`src/lcfd_pkg.sv`:
```
// Shared types, codes and helper functions of the LED cube frame decoder.
package lcfd_pkg;

  localparam logic [1:0] FMT_ONOFF  = 2'd0;
  localparam logic [1:0] FMT_PACKED = 2'd1;
  localparam logic [1:0] FMT_FADE   = 2'd2;

  localparam logic [4:0] LEVEL_FULL = 5'd15;
  localparam logic [4:0] LEVEL_OFF  = 5'd0;

  typedef enum logic [2:0] {
    OP_ONOFF  = 3'b001,
    OP_PACKED = 3'b010,
    OP_FADE   = 3'b100
  } op_e;

  typedef struct packed {
    op_e         op;
    logic [6:0]  position;
    logic [15:0] red_bits;
    logic [15:0] green_bits;
    logic [15:0] blue_bits;
    logic [14:0] packed_color;
  } item_t;

  typedef struct packed {
    op_e         op;
    logic [6:0]  idx;
    logic        red_on;
    logic        green_on;
    logic        blue_on;
    logic [14:0] color;
    logic        last;
  } led_op_t;

  typedef struct packed {
    logic [6:0]  idx;
    logic [14:0] color;
    logic        last;
  } led_wr_t;

  // Nibble of the channel masks that feeds the j-th layer of a group.
  function automatic logic [1:0] nibble_sel(op_e op, logic [1:0] j);
    logic [1:0] nib;
    nib = 2'd0;
    if (op == OP_FADE) begin
      case (j)
        2'd0:    nib = 2'd1;
        2'd1:    nib = 2'd3;
        2'd2:    nib = 2'd0;
        default: nib = 2'd2;
      endcase
    end else begin
      case (j)
        2'd0:    nib = 2'd3;
        2'd1:    nib = 2'd0;
        2'd2:    nib = 2'd2;
        default: nib = 2'd1;
      endcase
    end
    return nib;
  endfunction

  function automatic logic [4:0] fade_level(logic up, logic [4:0] v);
    logic [4:0] r;
    r = v;
    if (up && (v < LEVEL_FULL)) begin
      r = v + 5'd1;
    end else if (!up && (v != LEVEL_OFF)) begin
      r = v - 5'd1;
    end
    return r;
  endfunction

endpackage

```
`src/lcfd_if.sv`:
```
// Valid/ready channel interfaces for input items, LED writes and configuration.
interface lcfd_in_if;
  logic        valid;
  logic        ready;
  logic [6:0]  position;
  logic [15:0] red_bits;
  logic [15:0] green_bits;
  logic [15:0] blue_bits;
  logic [14:0] packed_color;

  modport source (output valid, output position, output red_bits, output green_bits,
                  output blue_bits, output packed_color, input ready);
  modport sink   (input valid, input position, input red_bits, input green_bits,
                  input blue_bits, input packed_color, output ready);
endinterface

interface lcfd_out_if;
  logic       valid;
  logic       ready;
  logic [2:0] layer;
  logic [1:0] column_x;
  logic [1:0] row_y;
  logic [4:0] red_level;
  logic [4:0] green_level;
  logic [4:0] blue_level;
  logic       last;

  modport source (output valid, output layer, output column_x, output row_y,
                  output red_level, output green_level, output blue_level,
                  output last, input ready);
  modport sink   (input valid, input layer, input column_x, input row_y,
                  input red_level, input green_level, input blue_level,
                  input last, output ready);
endinterface

interface lcfd_cfg_if;
  logic       valid;
  logic       ready;
  logic [1:0] data;

  modport source (output valid, output data, input ready);
  modport sink   (input valid, input data, output ready);
endinterface

```
`src/led_cube_frame_decoder_unit.sv`:
```
// LED cube frame decoder: turns frame beats into LED writes for an 8x4x4 RGB cube.
//
// The in_i channel takes one frame beat per handshake; cfg_i writes the frame
// format (on/off, packed or fade) and must only be written while the block is idle.
// The out_o channel gives one beat per LED write, with last set on the final
// write caused by an input beat.
// An on/off or fade beat yields 16 writes, one per cycle while the receiver does
// not stall; a packed beat yields one write.
// The sustained rate is set by the single write port of the colour store and
// the one-beat-per-cycle output register.
// An accepted beat passes through the input queue, the stage register and the output register.
// Input beats under an unknown format are accepted and produce nothing.
// The input queue lets the front end keep taking beats while the back end works
// or while the receiver stalls; a stalled receiver holds its beat unchanged.
// At reset the format returns to on/off and every LED reads as off at once;
// no clearing pass is needed.
module led_cube_frame_decoder_unit #(
  parameter int QueueDepth = 2
) (
  input  logic        clk_i,
  input  logic        rst_ni,
  lcfd_in_if.sink     in_i,
  lcfd_cfg_if.sink    cfg_i,
  lcfd_out_if.source  out_o
);
  import lcfd_pkg::*;

  logic  q_push, q_ready, q_valid, q_pop;
  item_t q_in_item, q_out_item;

  lcfd_front u_front (
    .clk_i     (clk_i),
    .rst_ni    (rst_ni),
    .in_i      (in_i),
    .cfg_i     (cfg_i),
    .q_ready_i (q_ready),
    .q_push_o  (q_push),
    .q_item_o  (q_in_item)
  );

  lcfd_fifo #(
    .Depth (QueueDepth)
  ) u_queue (
    .clk_i   (clk_i),
    .rst_ni  (rst_ni),
    .push_i  (q_push),
    .item_i  (q_in_item),
    .ready_o (q_ready),
    .valid_o (q_valid),
    .item_o  (q_out_item),
    .pop_i   (q_pop)
  );

  lcfd_back u_back (
    .clk_i     (clk_i),
    .rst_ni    (rst_ni),
    .q_valid_i (q_valid),
    .q_item_i  (q_out_item),
    .q_pop_o   (q_pop),
    .out_o     (out_o)
  );

endmodule

```
`src/lcfd_ram.sv`:
```
// Generic single-write, single-read RAM with registered read data.
module lcfd_ram #(
  parameter int Width = 8,
  parameter int Depth = 16
) (
  input  logic                     clk_i,
  input  logic                     we_i,
  input  logic [$clog2(Depth)-1:0] waddr_i,
  input  logic [Width-1:0]         wdata_i,
  input  logic [$clog2(Depth)-1:0] raddr_i,
  output logic [Width-1:0]         rdata_o
);

  logic [Width-1:0] mem_q [Depth];
  logic [Width-1:0] rdata_q;

  always_ff @(posedge clk_i) begin
    if (we_i) begin
      mem_q[waddr_i] <= wdata_i;
    end
    rdata_q <= mem_q[raddr_i];
  end

  assign rdata_o = rdata_q;

endmodule

```
`src/lcfd_fifo.sv`:
```
// Short item queue between the classifying front end and the LED write sequencer.
module lcfd_fifo #(
  parameter int Depth = 2
) (
  input  logic            clk_i,
  input  logic            rst_ni,
  input  logic            push_i,
  input  lcfd_pkg::item_t item_i,
  output logic            ready_o,
  output logic            valid_o,
  output lcfd_pkg::item_t item_o,
  input  logic            pop_i
);
  import lcfd_pkg::*;

  localparam int PtrW = (Depth > 1) ? $clog2(Depth) : 1;
  localparam int CntW = $clog2(Depth + 1);
  localparam logic [PtrW-1:0] LastPtr = PtrW'(Depth - 1);
  localparam logic [CntW-1:0] FullCnt = CntW'(Depth);

  item_t           mem_q [Depth];
  logic [PtrW-1:0] wr_ptr_q, wr_ptr_d;
  logic [PtrW-1:0] rd_ptr_q, rd_ptr_d;
  logic [CntW-1:0] cnt_q, cnt_d;
  logic            do_push, do_pop;

  assign ready_o = (cnt_q != FullCnt);
  assign valid_o = (cnt_q != '0);
  assign item_o  = mem_q[rd_ptr_q];
  assign do_push = push_i && ready_o;
  assign do_pop  = pop_i && valid_o;

  always_comb begin
    wr_ptr_d = wr_ptr_q;
    rd_ptr_d = rd_ptr_q;
    cnt_d    = cnt_q;
    if (do_push) begin
      wr_ptr_d = (wr_ptr_q == LastPtr) ? '0 : wr_ptr_q + PtrW'(1);
    end
    if (do_pop) begin
      rd_ptr_d = (rd_ptr_q == LastPtr) ? '0 : rd_ptr_q + PtrW'(1);
    end
    if (do_push && !do_pop) begin
      cnt_d = cnt_q + CntW'(1);
    end else if (!do_push && do_pop) begin
      cnt_d = cnt_q - CntW'(1);
    end
  end

  always_ff @(posedge clk_i or negedge rst_ni) begin
    if (!rst_ni) begin
      wr_ptr_q <= '0;
      rd_ptr_q <= '0;
      cnt_q    <= '0;
    end else begin
      wr_ptr_q <= wr_ptr_d;
      rd_ptr_q <= rd_ptr_d;
      cnt_q    <= cnt_d;
    end
  end

  always_ff @(posedge clk_i) begin
    if (do_push) begin
      mem_q[wr_ptr_q] <= item_i;
    end
  end

endmodule

```
`src/lcfd_front.sv`:
```
// Front end: holds the frame format register and classifies accepted input beats.
module lcfd_front (
  input  logic            clk_i,
  input  logic            rst_ni,
  lcfd_in_if.sink         in_i,
  lcfd_cfg_if.sink        cfg_i,
  input  logic            q_ready_i,
  output logic            q_push_o,
  output lcfd_pkg::item_t q_item_o
);
  import lcfd_pkg::*;

  logic [1:0] format_q;
  logic       known;

  assign cfg_i.ready = 1'b1;

  always_ff @(posedge clk_i or negedge rst_ni) begin
    if (!rst_ni) begin
      format_q <= FMT_ONOFF;
    end else if (cfg_i.valid) begin
      format_q <= cfg_i.data;
    end
  end

  always_comb begin
    known         = 1'b1;
    q_item_o.op   = OP_ONOFF;
    case (format_q)
      FMT_ONOFF:  q_item_o.op = OP_ONOFF;
      FMT_PACKED: q_item_o.op = OP_PACKED;
      FMT_FADE:   q_item_o.op = OP_FADE;
      default:    known       = 1'b0;
    endcase
    q_item_o.position     = in_i.position;
    q_item_o.red_bits     = in_i.red_bits;
    q_item_o.green_bits   = in_i.green_bits;
    q_item_o.blue_bits    = in_i.blue_bits;
    q_item_o.packed_color = in_i.packed_color;
  end

  // Beats under an unknown format are taken and dropped.
  assign in_i.ready = q_ready_i;
  assign q_push_o   = in_i.valid && q_ready_i && known;

endmodule

```
`src/lcfd_back.sv`:
```
// Back end: expands queued items into LED writes against the colour store.
module lcfd_back (
  input  logic            clk_i,
  input  logic            rst_ni,
  input  logic            q_valid_i,
  input  lcfd_pkg::item_t q_item_i,
  output logic            q_pop_o,
  lcfd_out_if.source      out_o
);
  import lcfd_pkg::*;

  logic [3:0]   k_q, k_d;
  led_op_t      gen;
  led_op_t      a_q;
  logic         a_valid_q, a_valid_d;
  led_wr_t      out_q;
  logic         out_valid_q, out_valid_d;
  logic [127:0] stored_q;
  logic         stored_rd_q;
  logic         fwd_hit_q;
  logic [14:0]  fwd_data_q;
  logic [14:0]  ram_rdata;
  logic [14:0]  cur_color;
  logic [14:0]  new_color;
  logic [6:0]   rd_addr;
  logic         a_adv, a_load, issue;

  always_comb begin
    logic [1:0] j;
    logic [1:0] y;
    logic [3:0] bit_sel;
    j            = k_q[3:2];
    y            = k_q[1:0];
    bit_sel      = {nibble_sel(q_item_i.op, j), ~y};
    gen.op       = q_item_i.op;
    gen.color    = q_item_i.packed_color;
    gen.red_on   = q_item_i.red_bits[bit_sel];
    gen.green_on = q_item_i.green_bits[bit_sel];
    gen.blue_on  = q_item_i.blue_bits[bit_sel];
    if (q_item_i.op == OP_PACKED) begin
      gen.idx  = q_item_i.position;
      gen.last = 1'b1;
    end else begin
      gen.idx  = {~j, q_item_i.position[2], q_item_i.position[1:0], y};
      gen.last = (k_q == 4'd15);
    end
  end

  assign a_adv   = a_valid_q && (!out_valid_q || out_o.ready);
  assign a_load  = !a_valid_q || a_adv;
  assign issue   = q_valid_i && a_load;
  assign q_pop_o = issue && gen.last;
  assign rd_addr = issue ? gen.idx : a_q.idx;

  always_comb begin
    k_d         = k_q;
    a_valid_d   = a_valid_q;
    out_valid_d = out_valid_q;
    if (issue) begin
      k_d = gen.last ? 4'd0 : k_q + 4'd1;
    end
    if (a_load) begin
      a_valid_d = issue;
    end
    if (a_adv) begin
      out_valid_d = 1'b1;
    end else if (out_o.ready) begin
      out_valid_d = 1'b0;
    end
  end

  lcfd_ram #(
    .Width (15),
    .Depth (128)
  ) u_store (
    .clk_i   (clk_i),
    .we_i    (a_adv),
    .waddr_i (a_q.idx),
    .wdata_i (new_color),
    .raddr_i (rd_addr),
    .rdata_o (ram_rdata)
  );

  always_comb begin
    if (fwd_hit_q) begin
      cur_color = fwd_data_q;
    end else if (stored_rd_q) begin
      cur_color = ram_rdata;
    end else begin
      cur_color = '0;
    end
  end

  always_comb begin
    new_color = a_q.color;
    case (a_q.op)
      OP_ONOFF: begin
        new_color = {a_q.red_on   ? LEVEL_FULL : LEVEL_OFF,
                     a_q.green_on ? LEVEL_FULL : LEVEL_OFF,
                     a_q.blue_on  ? LEVEL_FULL : LEVEL_OFF};
      end
      OP_FADE: begin
        new_color = {fade_level(a_q.red_on,   cur_color[14:10]),
                     fade_level(a_q.green_on, cur_color[9:5]),
                     fade_level(a_q.blue_on,  cur_color[4:0])};
      end
      default: new_color = a_q.color;
    endcase
  end

  always_ff @(posedge clk_i or negedge rst_ni) begin
    if (!rst_ni) begin
      k_q         <= '0;
      a_valid_q   <= 1'b0;
      out_valid_q <= 1'b0;
      stored_q    <= '0;
      stored_rd_q <= 1'b0;
      fwd_hit_q   <= 1'b0;
    end else begin
      k_q         <= k_d;
      a_valid_q   <= a_valid_d;
      out_valid_q <= out_valid_d;
      stored_rd_q <= stored_q[rd_addr];
      fwd_hit_q   <= a_adv && (a_q.idx == rd_addr);
      if (a_adv) begin
        stored_q[a_q.idx] <= 1'b1;
      end
    end
  end

  always_ff @(posedge clk_i) begin
    fwd_data_q <= new_color;
    if (issue) begin
      a_q <= gen;
    end
    if (a_adv) begin
      out_q.idx   <= a_q.idx;
      out_q.color <= new_color;
      out_q.last  <= a_q.last;
    end
  end

  assign out_o.valid       = out_valid_q;
  assign out_o.layer       = out_q.idx[6:4];
  assign out_o.column_x    = out_q.idx[3:2];
  assign out_o.row_y       = out_q.idx[1:0];
  assign out_o.red_level   = out_q.color[14:10];
  assign out_o.green_level = out_q.color[9:5];
  assign out_o.blue_level  = out_q.color[4:0];
  assign out_o.last        = out_q.last;

endmodule
```
`src/flat_wrapper.sv`:
```
// flat-port wrapper written by rule: the top's interface ports become plain ports
module led_cube_frame_decoder_unit_flat import lcfd_pkg::*;
#(
  parameter int QueueDepth = 2
)
  (clk_i, rst_ni, in_i_valid, in_i_position, in_i_red_bits, in_i_green_bits, in_i_blue_bits, in_i_packed_color, in_i_ready, cfg_i_valid, cfg_i_data, cfg_i_ready, out_o_valid, out_o_layer, out_o_column_x, out_o_row_y, out_o_red_level, out_o_green_level, out_o_blue_level, out_o_last, out_o_ready);
  lcfd_in_if in_i_i ();
  lcfd_cfg_if cfg_i_i ();
  lcfd_out_if out_o_i ();
  input  logic clk_i;
  input  logic rst_ni;
  input wire logic [$bits(in_i_i.valid)-1:0] in_i_valid;
  input wire logic [$bits(in_i_i.position)-1:0] in_i_position;
  input wire logic [$bits(in_i_i.red_bits)-1:0] in_i_red_bits;
  input wire logic [$bits(in_i_i.green_bits)-1:0] in_i_green_bits;
  input wire logic [$bits(in_i_i.blue_bits)-1:0] in_i_blue_bits;
  input wire logic [$bits(in_i_i.packed_color)-1:0] in_i_packed_color;
  output wire logic [$bits(in_i_i.ready)-1:0] in_i_ready;
  input wire logic [$bits(cfg_i_i.valid)-1:0] cfg_i_valid;
  input wire logic [$bits(cfg_i_i.data)-1:0] cfg_i_data;
  output wire logic [$bits(cfg_i_i.ready)-1:0] cfg_i_ready;
  output wire logic [$bits(out_o_i.valid)-1:0] out_o_valid;
  output wire logic [$bits(out_o_i.layer)-1:0] out_o_layer;
  output wire logic [$bits(out_o_i.column_x)-1:0] out_o_column_x;
  output wire logic [$bits(out_o_i.row_y)-1:0] out_o_row_y;
  output wire logic [$bits(out_o_i.red_level)-1:0] out_o_red_level;
  output wire logic [$bits(out_o_i.green_level)-1:0] out_o_green_level;
  output wire logic [$bits(out_o_i.blue_level)-1:0] out_o_blue_level;
  output wire logic [$bits(out_o_i.last)-1:0] out_o_last;
  input wire logic [$bits(out_o_i.ready)-1:0] out_o_ready;
  assign in_i_i.valid = in_i_valid;
  assign in_i_i.position = in_i_position;
  assign in_i_i.red_bits = in_i_red_bits;
  assign in_i_i.green_bits = in_i_green_bits;
  assign in_i_i.blue_bits = in_i_blue_bits;
  assign in_i_i.packed_color = in_i_packed_color;
  assign in_i_ready = in_i_i.ready;
  assign cfg_i_i.valid = cfg_i_valid;
  assign cfg_i_i.data = cfg_i_data;
  assign cfg_i_ready = cfg_i_i.ready;
  assign out_o_valid = out_o_i.valid;
  assign out_o_layer = out_o_i.layer;
  assign out_o_column_x = out_o_i.column_x;
  assign out_o_row_y = out_o_i.row_y;
  assign out_o_red_level = out_o_i.red_level;
  assign out_o_green_level = out_o_i.green_level;
  assign out_o_blue_level = out_o_i.blue_level;
  assign out_o_last = out_o_i.last;
  assign out_o_i.ready = out_o_ready;
  led_cube_frame_decoder_unit #(.QueueDepth(QueueDepth)) u_core (.clk_i(clk_i), .rst_ni(rst_ni), .in_i(in_i_i), .cfg_i(cfg_i_i), .out_o(out_o_i));
endmodule
```
`config.mk`:
```
export PLATFORM = sky130hd
export DESIGN_NAME = led_cube_frame_decoder_unit_flat
export DESIGN_NICKNAME = d
export VERILOG_FILES = /design/src/lcfd_pkg.sv /design/src/lcfd_if.sv /design/src/led_cube_frame_decoder_unit.sv /design/src/lcfd_ram.sv /design/src/lcfd_fifo.sv /design/src/lcfd_front.sv /design/src/lcfd_back.sv /design/src/flat_wrapper.sv
export SDC_FILE = /design/constraint.sdc
export NUM_CORES = 2
export LEC_CHECK = 0
export BUFFER_PORTS_ARGS = -buffer_cell sky130_fd_sc_hd__buf_4
export CAP_MARGIN = 25
export CORE_MARGIN = 8
export CORE_UTILIZATION = 41
export DETAILED_ROUTE_END_ITERATION = 8
export PLACE_DENSITY_LB_ADDON = 0.1
export SYNTH_ARGS = -nofsm -noshare
export SYNTH_HDL_FRONTEND = slang
export SYNTH_HIERARCHICAL = 1
export SYNTH_SLANG_ARGS = --single-unit
```
`constraint.sdc`:
```
create_clock -name clk_i -period 10.7 [get_ports clk_i]
set_input_delay 0 -clock clk_i [delete_from_list [all_inputs] [get_ports clk_i]]
set_output_delay 0 -clock clk_i [all_outputs]
set_load 0.005 [all_outputs]
```
==> results.ini <==
[synthesis]
synthDistinctLibCells=63
synthTopCellsByArea=edfxtp_1, mux4_2, dfrtp_1
synth.most_common_cell=edfxtp_1
yosys.area.top_type=edfxtp_1
synthCells=4093
synth_fp_nets=4186
synth_top_area_share_pct=70.86
yosysWarnings=6
syn_area_um2=89760
synth_ff_type=edfxtp_1
synth_seq_cells=2290
synth.top_cells.by_count=edfxtp_1, mux4_2, nor2_1, dfrtp_1, o21bai_1
ys_async_sr_fraction_pct=6.201
syn_area_per_cell_um2=21.93
synth_edf_count=2118
ys_seq_area_share_pct=75.49

[clock_tree]
insertion_delay_ns=0.86
cts_buffers=236
cts_sinks=2290
cts_tree=done
root_buffer=clkbuf_16
clk_path_buf_depth=3
post_cts_resized=0
post-cts-setup-buffer-count=0
clk_pin_slew_ns=0.06
htreeDepth=4

[global_route]
grt_overflow=0
grt_pass1_vias=44100
grt_max_degree=126
antenna_found_initial=22
grt_pass1_wl_um=333600
grt_util_all_layers_pct=19.44

[worst_setup_path]
crit_type=reg2reg
required_ns=11.45
arrival_ns=6.59
r2r_start=u_core/u_queue/rd_ptr_q$_DFFE_PN0P_
r2r_slack_ns=4.86
rr_worst_depth=11
end_kind=register
r2r_end=u_core/u_back/u_store/rdata_o[13]$_DFF_P_
path_max_fanout=59
cp-start-kind=register

[drt]
drtPass1Iterations=5
drt-total-wl_um=231600
top_layer_used=met5
drc=0
drtAntennaViolNets=0
wl_met3_um=11270
drt_iter0_markers=4006
routed-wl-met2_um=113300
avgViaCountPerCell=5.665
met1_length_um=103300
wl_per_cell_um=30.57
vias=42920

[pwr]
pwr-share-clk_pct=22.4
power_mw=35.83
switching_power_mw=12.72
seq_power_share_pct=36.5
power_density_nw_per_um2=344.8
p_int_mw=23.11
max-vdd-ir-drop_mv=0.3418
combPwrFrac_pct=41.1
power_switching_share_pct=35.49
leakage_nw=33.78

[sta]
fin_crit_sh_pct=54.58
setup_viol=0
clock_skew_ns=0.03345
relSlewSlack_pct=25.29
worst_pin_slew_ns=1.121
fin_setup_tns_ns=0
drv_slew=0
min_period_ns=5.840
rsz0062_at_grt=no
fmax_ghz=0.1712
hold_violations=0

[floorplan]
placementRows=171
io_pins=103
die_h_um=483.9
start_util_pct=41.29
die-width_um=483.9
core-area_um2=217400
die_area_um2=234200

[place]
io_buffers=101
dp_hpwl_um=134500
place.gp.congestion=0.7655

[finish]
synthToLayoutAreaGrowth_pct=15.79
drive_gt1_share_pct=30.94
num-nets-final=4605

[run]
drv_cap=0

[worst_hold_path]
whs_path_depth=4
min_from=out_o_ready
hold-path-endpoint=u_core/u_back/a_valid_q$_DFFE_PN0N_
hold_path_class=in2reg

[run_status]
status=finished, final reports clean

-- layout make-up --
| cell class | instances | area, µm² |
|---|---|---|
| Antenna cell | 7 | 17.52 |
| Clock buffer | 310 | 6465 |
| Timing Repair Buffer | 461 | 4120 |
| Multi-Input combinational cell | 1489 | 20730 |
| Inverter | 34 | 155.1 |
| Tap cell | 2854 | 3571 |
| Clock inverter | 132 | 1111 |
| Sequential cell | 2290 | 67760 |
| Fill cell | 17760 | 113500 |
-- layer usage --
layer,global-route usage (%),vias to the layer above
met4,3.924,4
met3,3.052,235
li1,-,17880
met5,0,-
met1,28.05,23710
met2,31.66,1087
-- logic make-up after synthesis --
kind of cell,synth area share (%)
simple gates,1.908
xor+xnor,0.1756
flops,75.49
compound gates,2.200
mux,18.20
buf+inv,1.805
fa+ha+maj,0.2230
other cells,0.004178
-- registers in the layout, summed over array words and instances (netlist names), 4 cells and up --
signal / count
u_core/u_back/u_store/mem_q: 1920
u_core/u_queue/mem_q: 146
u_core/u_back/stored_q: 128
u_core/u_back/a_q: 29
u_core/u_back/fwd_data_q: 15
u_core/u_back/u_store/rdata_o: 15
u_core/u_back/out_o.blue_level: 5
u_core/u_back/out_o.green_level: 5
u_core/u_back/out_o.red_level: 5
u_core/u_back/k_q: 4
-- cell usage in the layout (no fill, tap or decap), types with 9 or more instances in the layout --
cell type      synthesis  layout
edfxtp_1            2118    2118
mux4_2               645     645
buf_4                 74     288
clkbuf_16              0     245
dlygate4sd3_1          0     152
dfrtp_1              142     141
nor2_1               159     131
o21bai_1             129     129
nand2_1              122     121
mux2_4                61      61
clkbuf_1             123      56
clkinv_2               0      56
clkinv_1               0      45
nand3_1               44      44
mux2i_1               43      43
mux2_2                34      34
dfxtp_1               30      30
nor2_2                 1      28
inv_1                 28      27
a21oi_1               29      22
a22oi_1               21      21
xnor2_1               16      16
ha_1                  16      16
bufinv_16              0      15
nor2b_1               15      15
a31oi_1               15      15
o21ai_0               15      12
nand4_1               11      11
clkbuf_8               0       9
a32oi_1                9       9
buf_12                 0       9
-- worst max-delay path, cell delays in order (launching register included) --
cell     delay (ns)
dfrtp_4        0.81
mux2_4         0.38
or3b_1         0.58
mux2i_1        0.23
inv_2          0.11
mux2i_4        0.14
inv_6          0.66
buf_4          0.86
buf_4          0.52
mux4_2         0.40
mux4_2         0.58
mux2_2         0.31
-- power groups by stage --
stage	logic (mW)	registers (mW)	clock network (mW)
2_1_floorplan	9.22	13.6	0
3_3_place_gp	14.8	13.3	0
3_5_place_dp	14.9	13.3	0
4_1_cts	15.0	13.1	8.24
5_1_grt	15.7	13.2	8.58
6_report	14.7	13.1	8.02
-- metrics by stage --
step           util (%)  area [µm²]  worst slack (ns)  hold slack (ns)  std cells
2_1_floorplan         -       89760             1.808          -0.2956       4093
3_3_place_gp      43.49       94530             4.761          0.07960       6962
3_5_place_dp      43.52       94600             4.780          0.08474       6967
4_1_cts           47.72      103700             4.757         0.008349       7562
5_1_grt           47.81      103900             4.551          0.08438       7574
6_report          47.81      103900             4.860          0.08981       7577
-- worst max-delay path by stage --
| stage | startpoint | end | slack (ns) | depth (start not counted) |
|---|---|---|---|---|
| after floorplan | u_core/u_back/fwd_hit_q$_DFF_PN0_ | u_core/u_back/out_o.green_level[1]$_DFFE_PP_ | 1.81 | 13 |
| after global placement | u_core/u_queue/rd_ptr_q$_DFFE_PN0P_ | u_core/u_back/u_store/rdata_o[13]$_DFF_P_ | 4.76 | 11 |
| after detailed placement | u_core/u_queue/rd_ptr_q$_DFFE_PN0P_ | u_core/u_back/u_store/rdata_o[0]$_DFF_P_ | 4.78 | 11 |
| after CTS | u_core/u_queue/rd_ptr_q$_DFFE_PN0P_ | u_core/u_back/u_store/rdata_o[0]$_DFF_P_ | 4.76 | 11 |
| after global routing | u_core/u_queue/rd_ptr_q$_DFFE_PN0P_ | u_core/u_back/u_store/rdata_o[13]$_DFF_P_ | 4.55 | 11 |
| final | u_core/u_queue/rd_ptr_q$_DFFE_PN0P_ | u_core/u_back/u_store/rdata_o[13]$_DFF_P_ | 4.86 | 11 |
-- repair_timing --
action                                 4_1_cts  5_1_grt
endpoints found under the hold margin      297        0
setup endpoints to repair                    0        0
hold buffers                               153        0
Note: power is estimated with default switching activity, not from simulation.
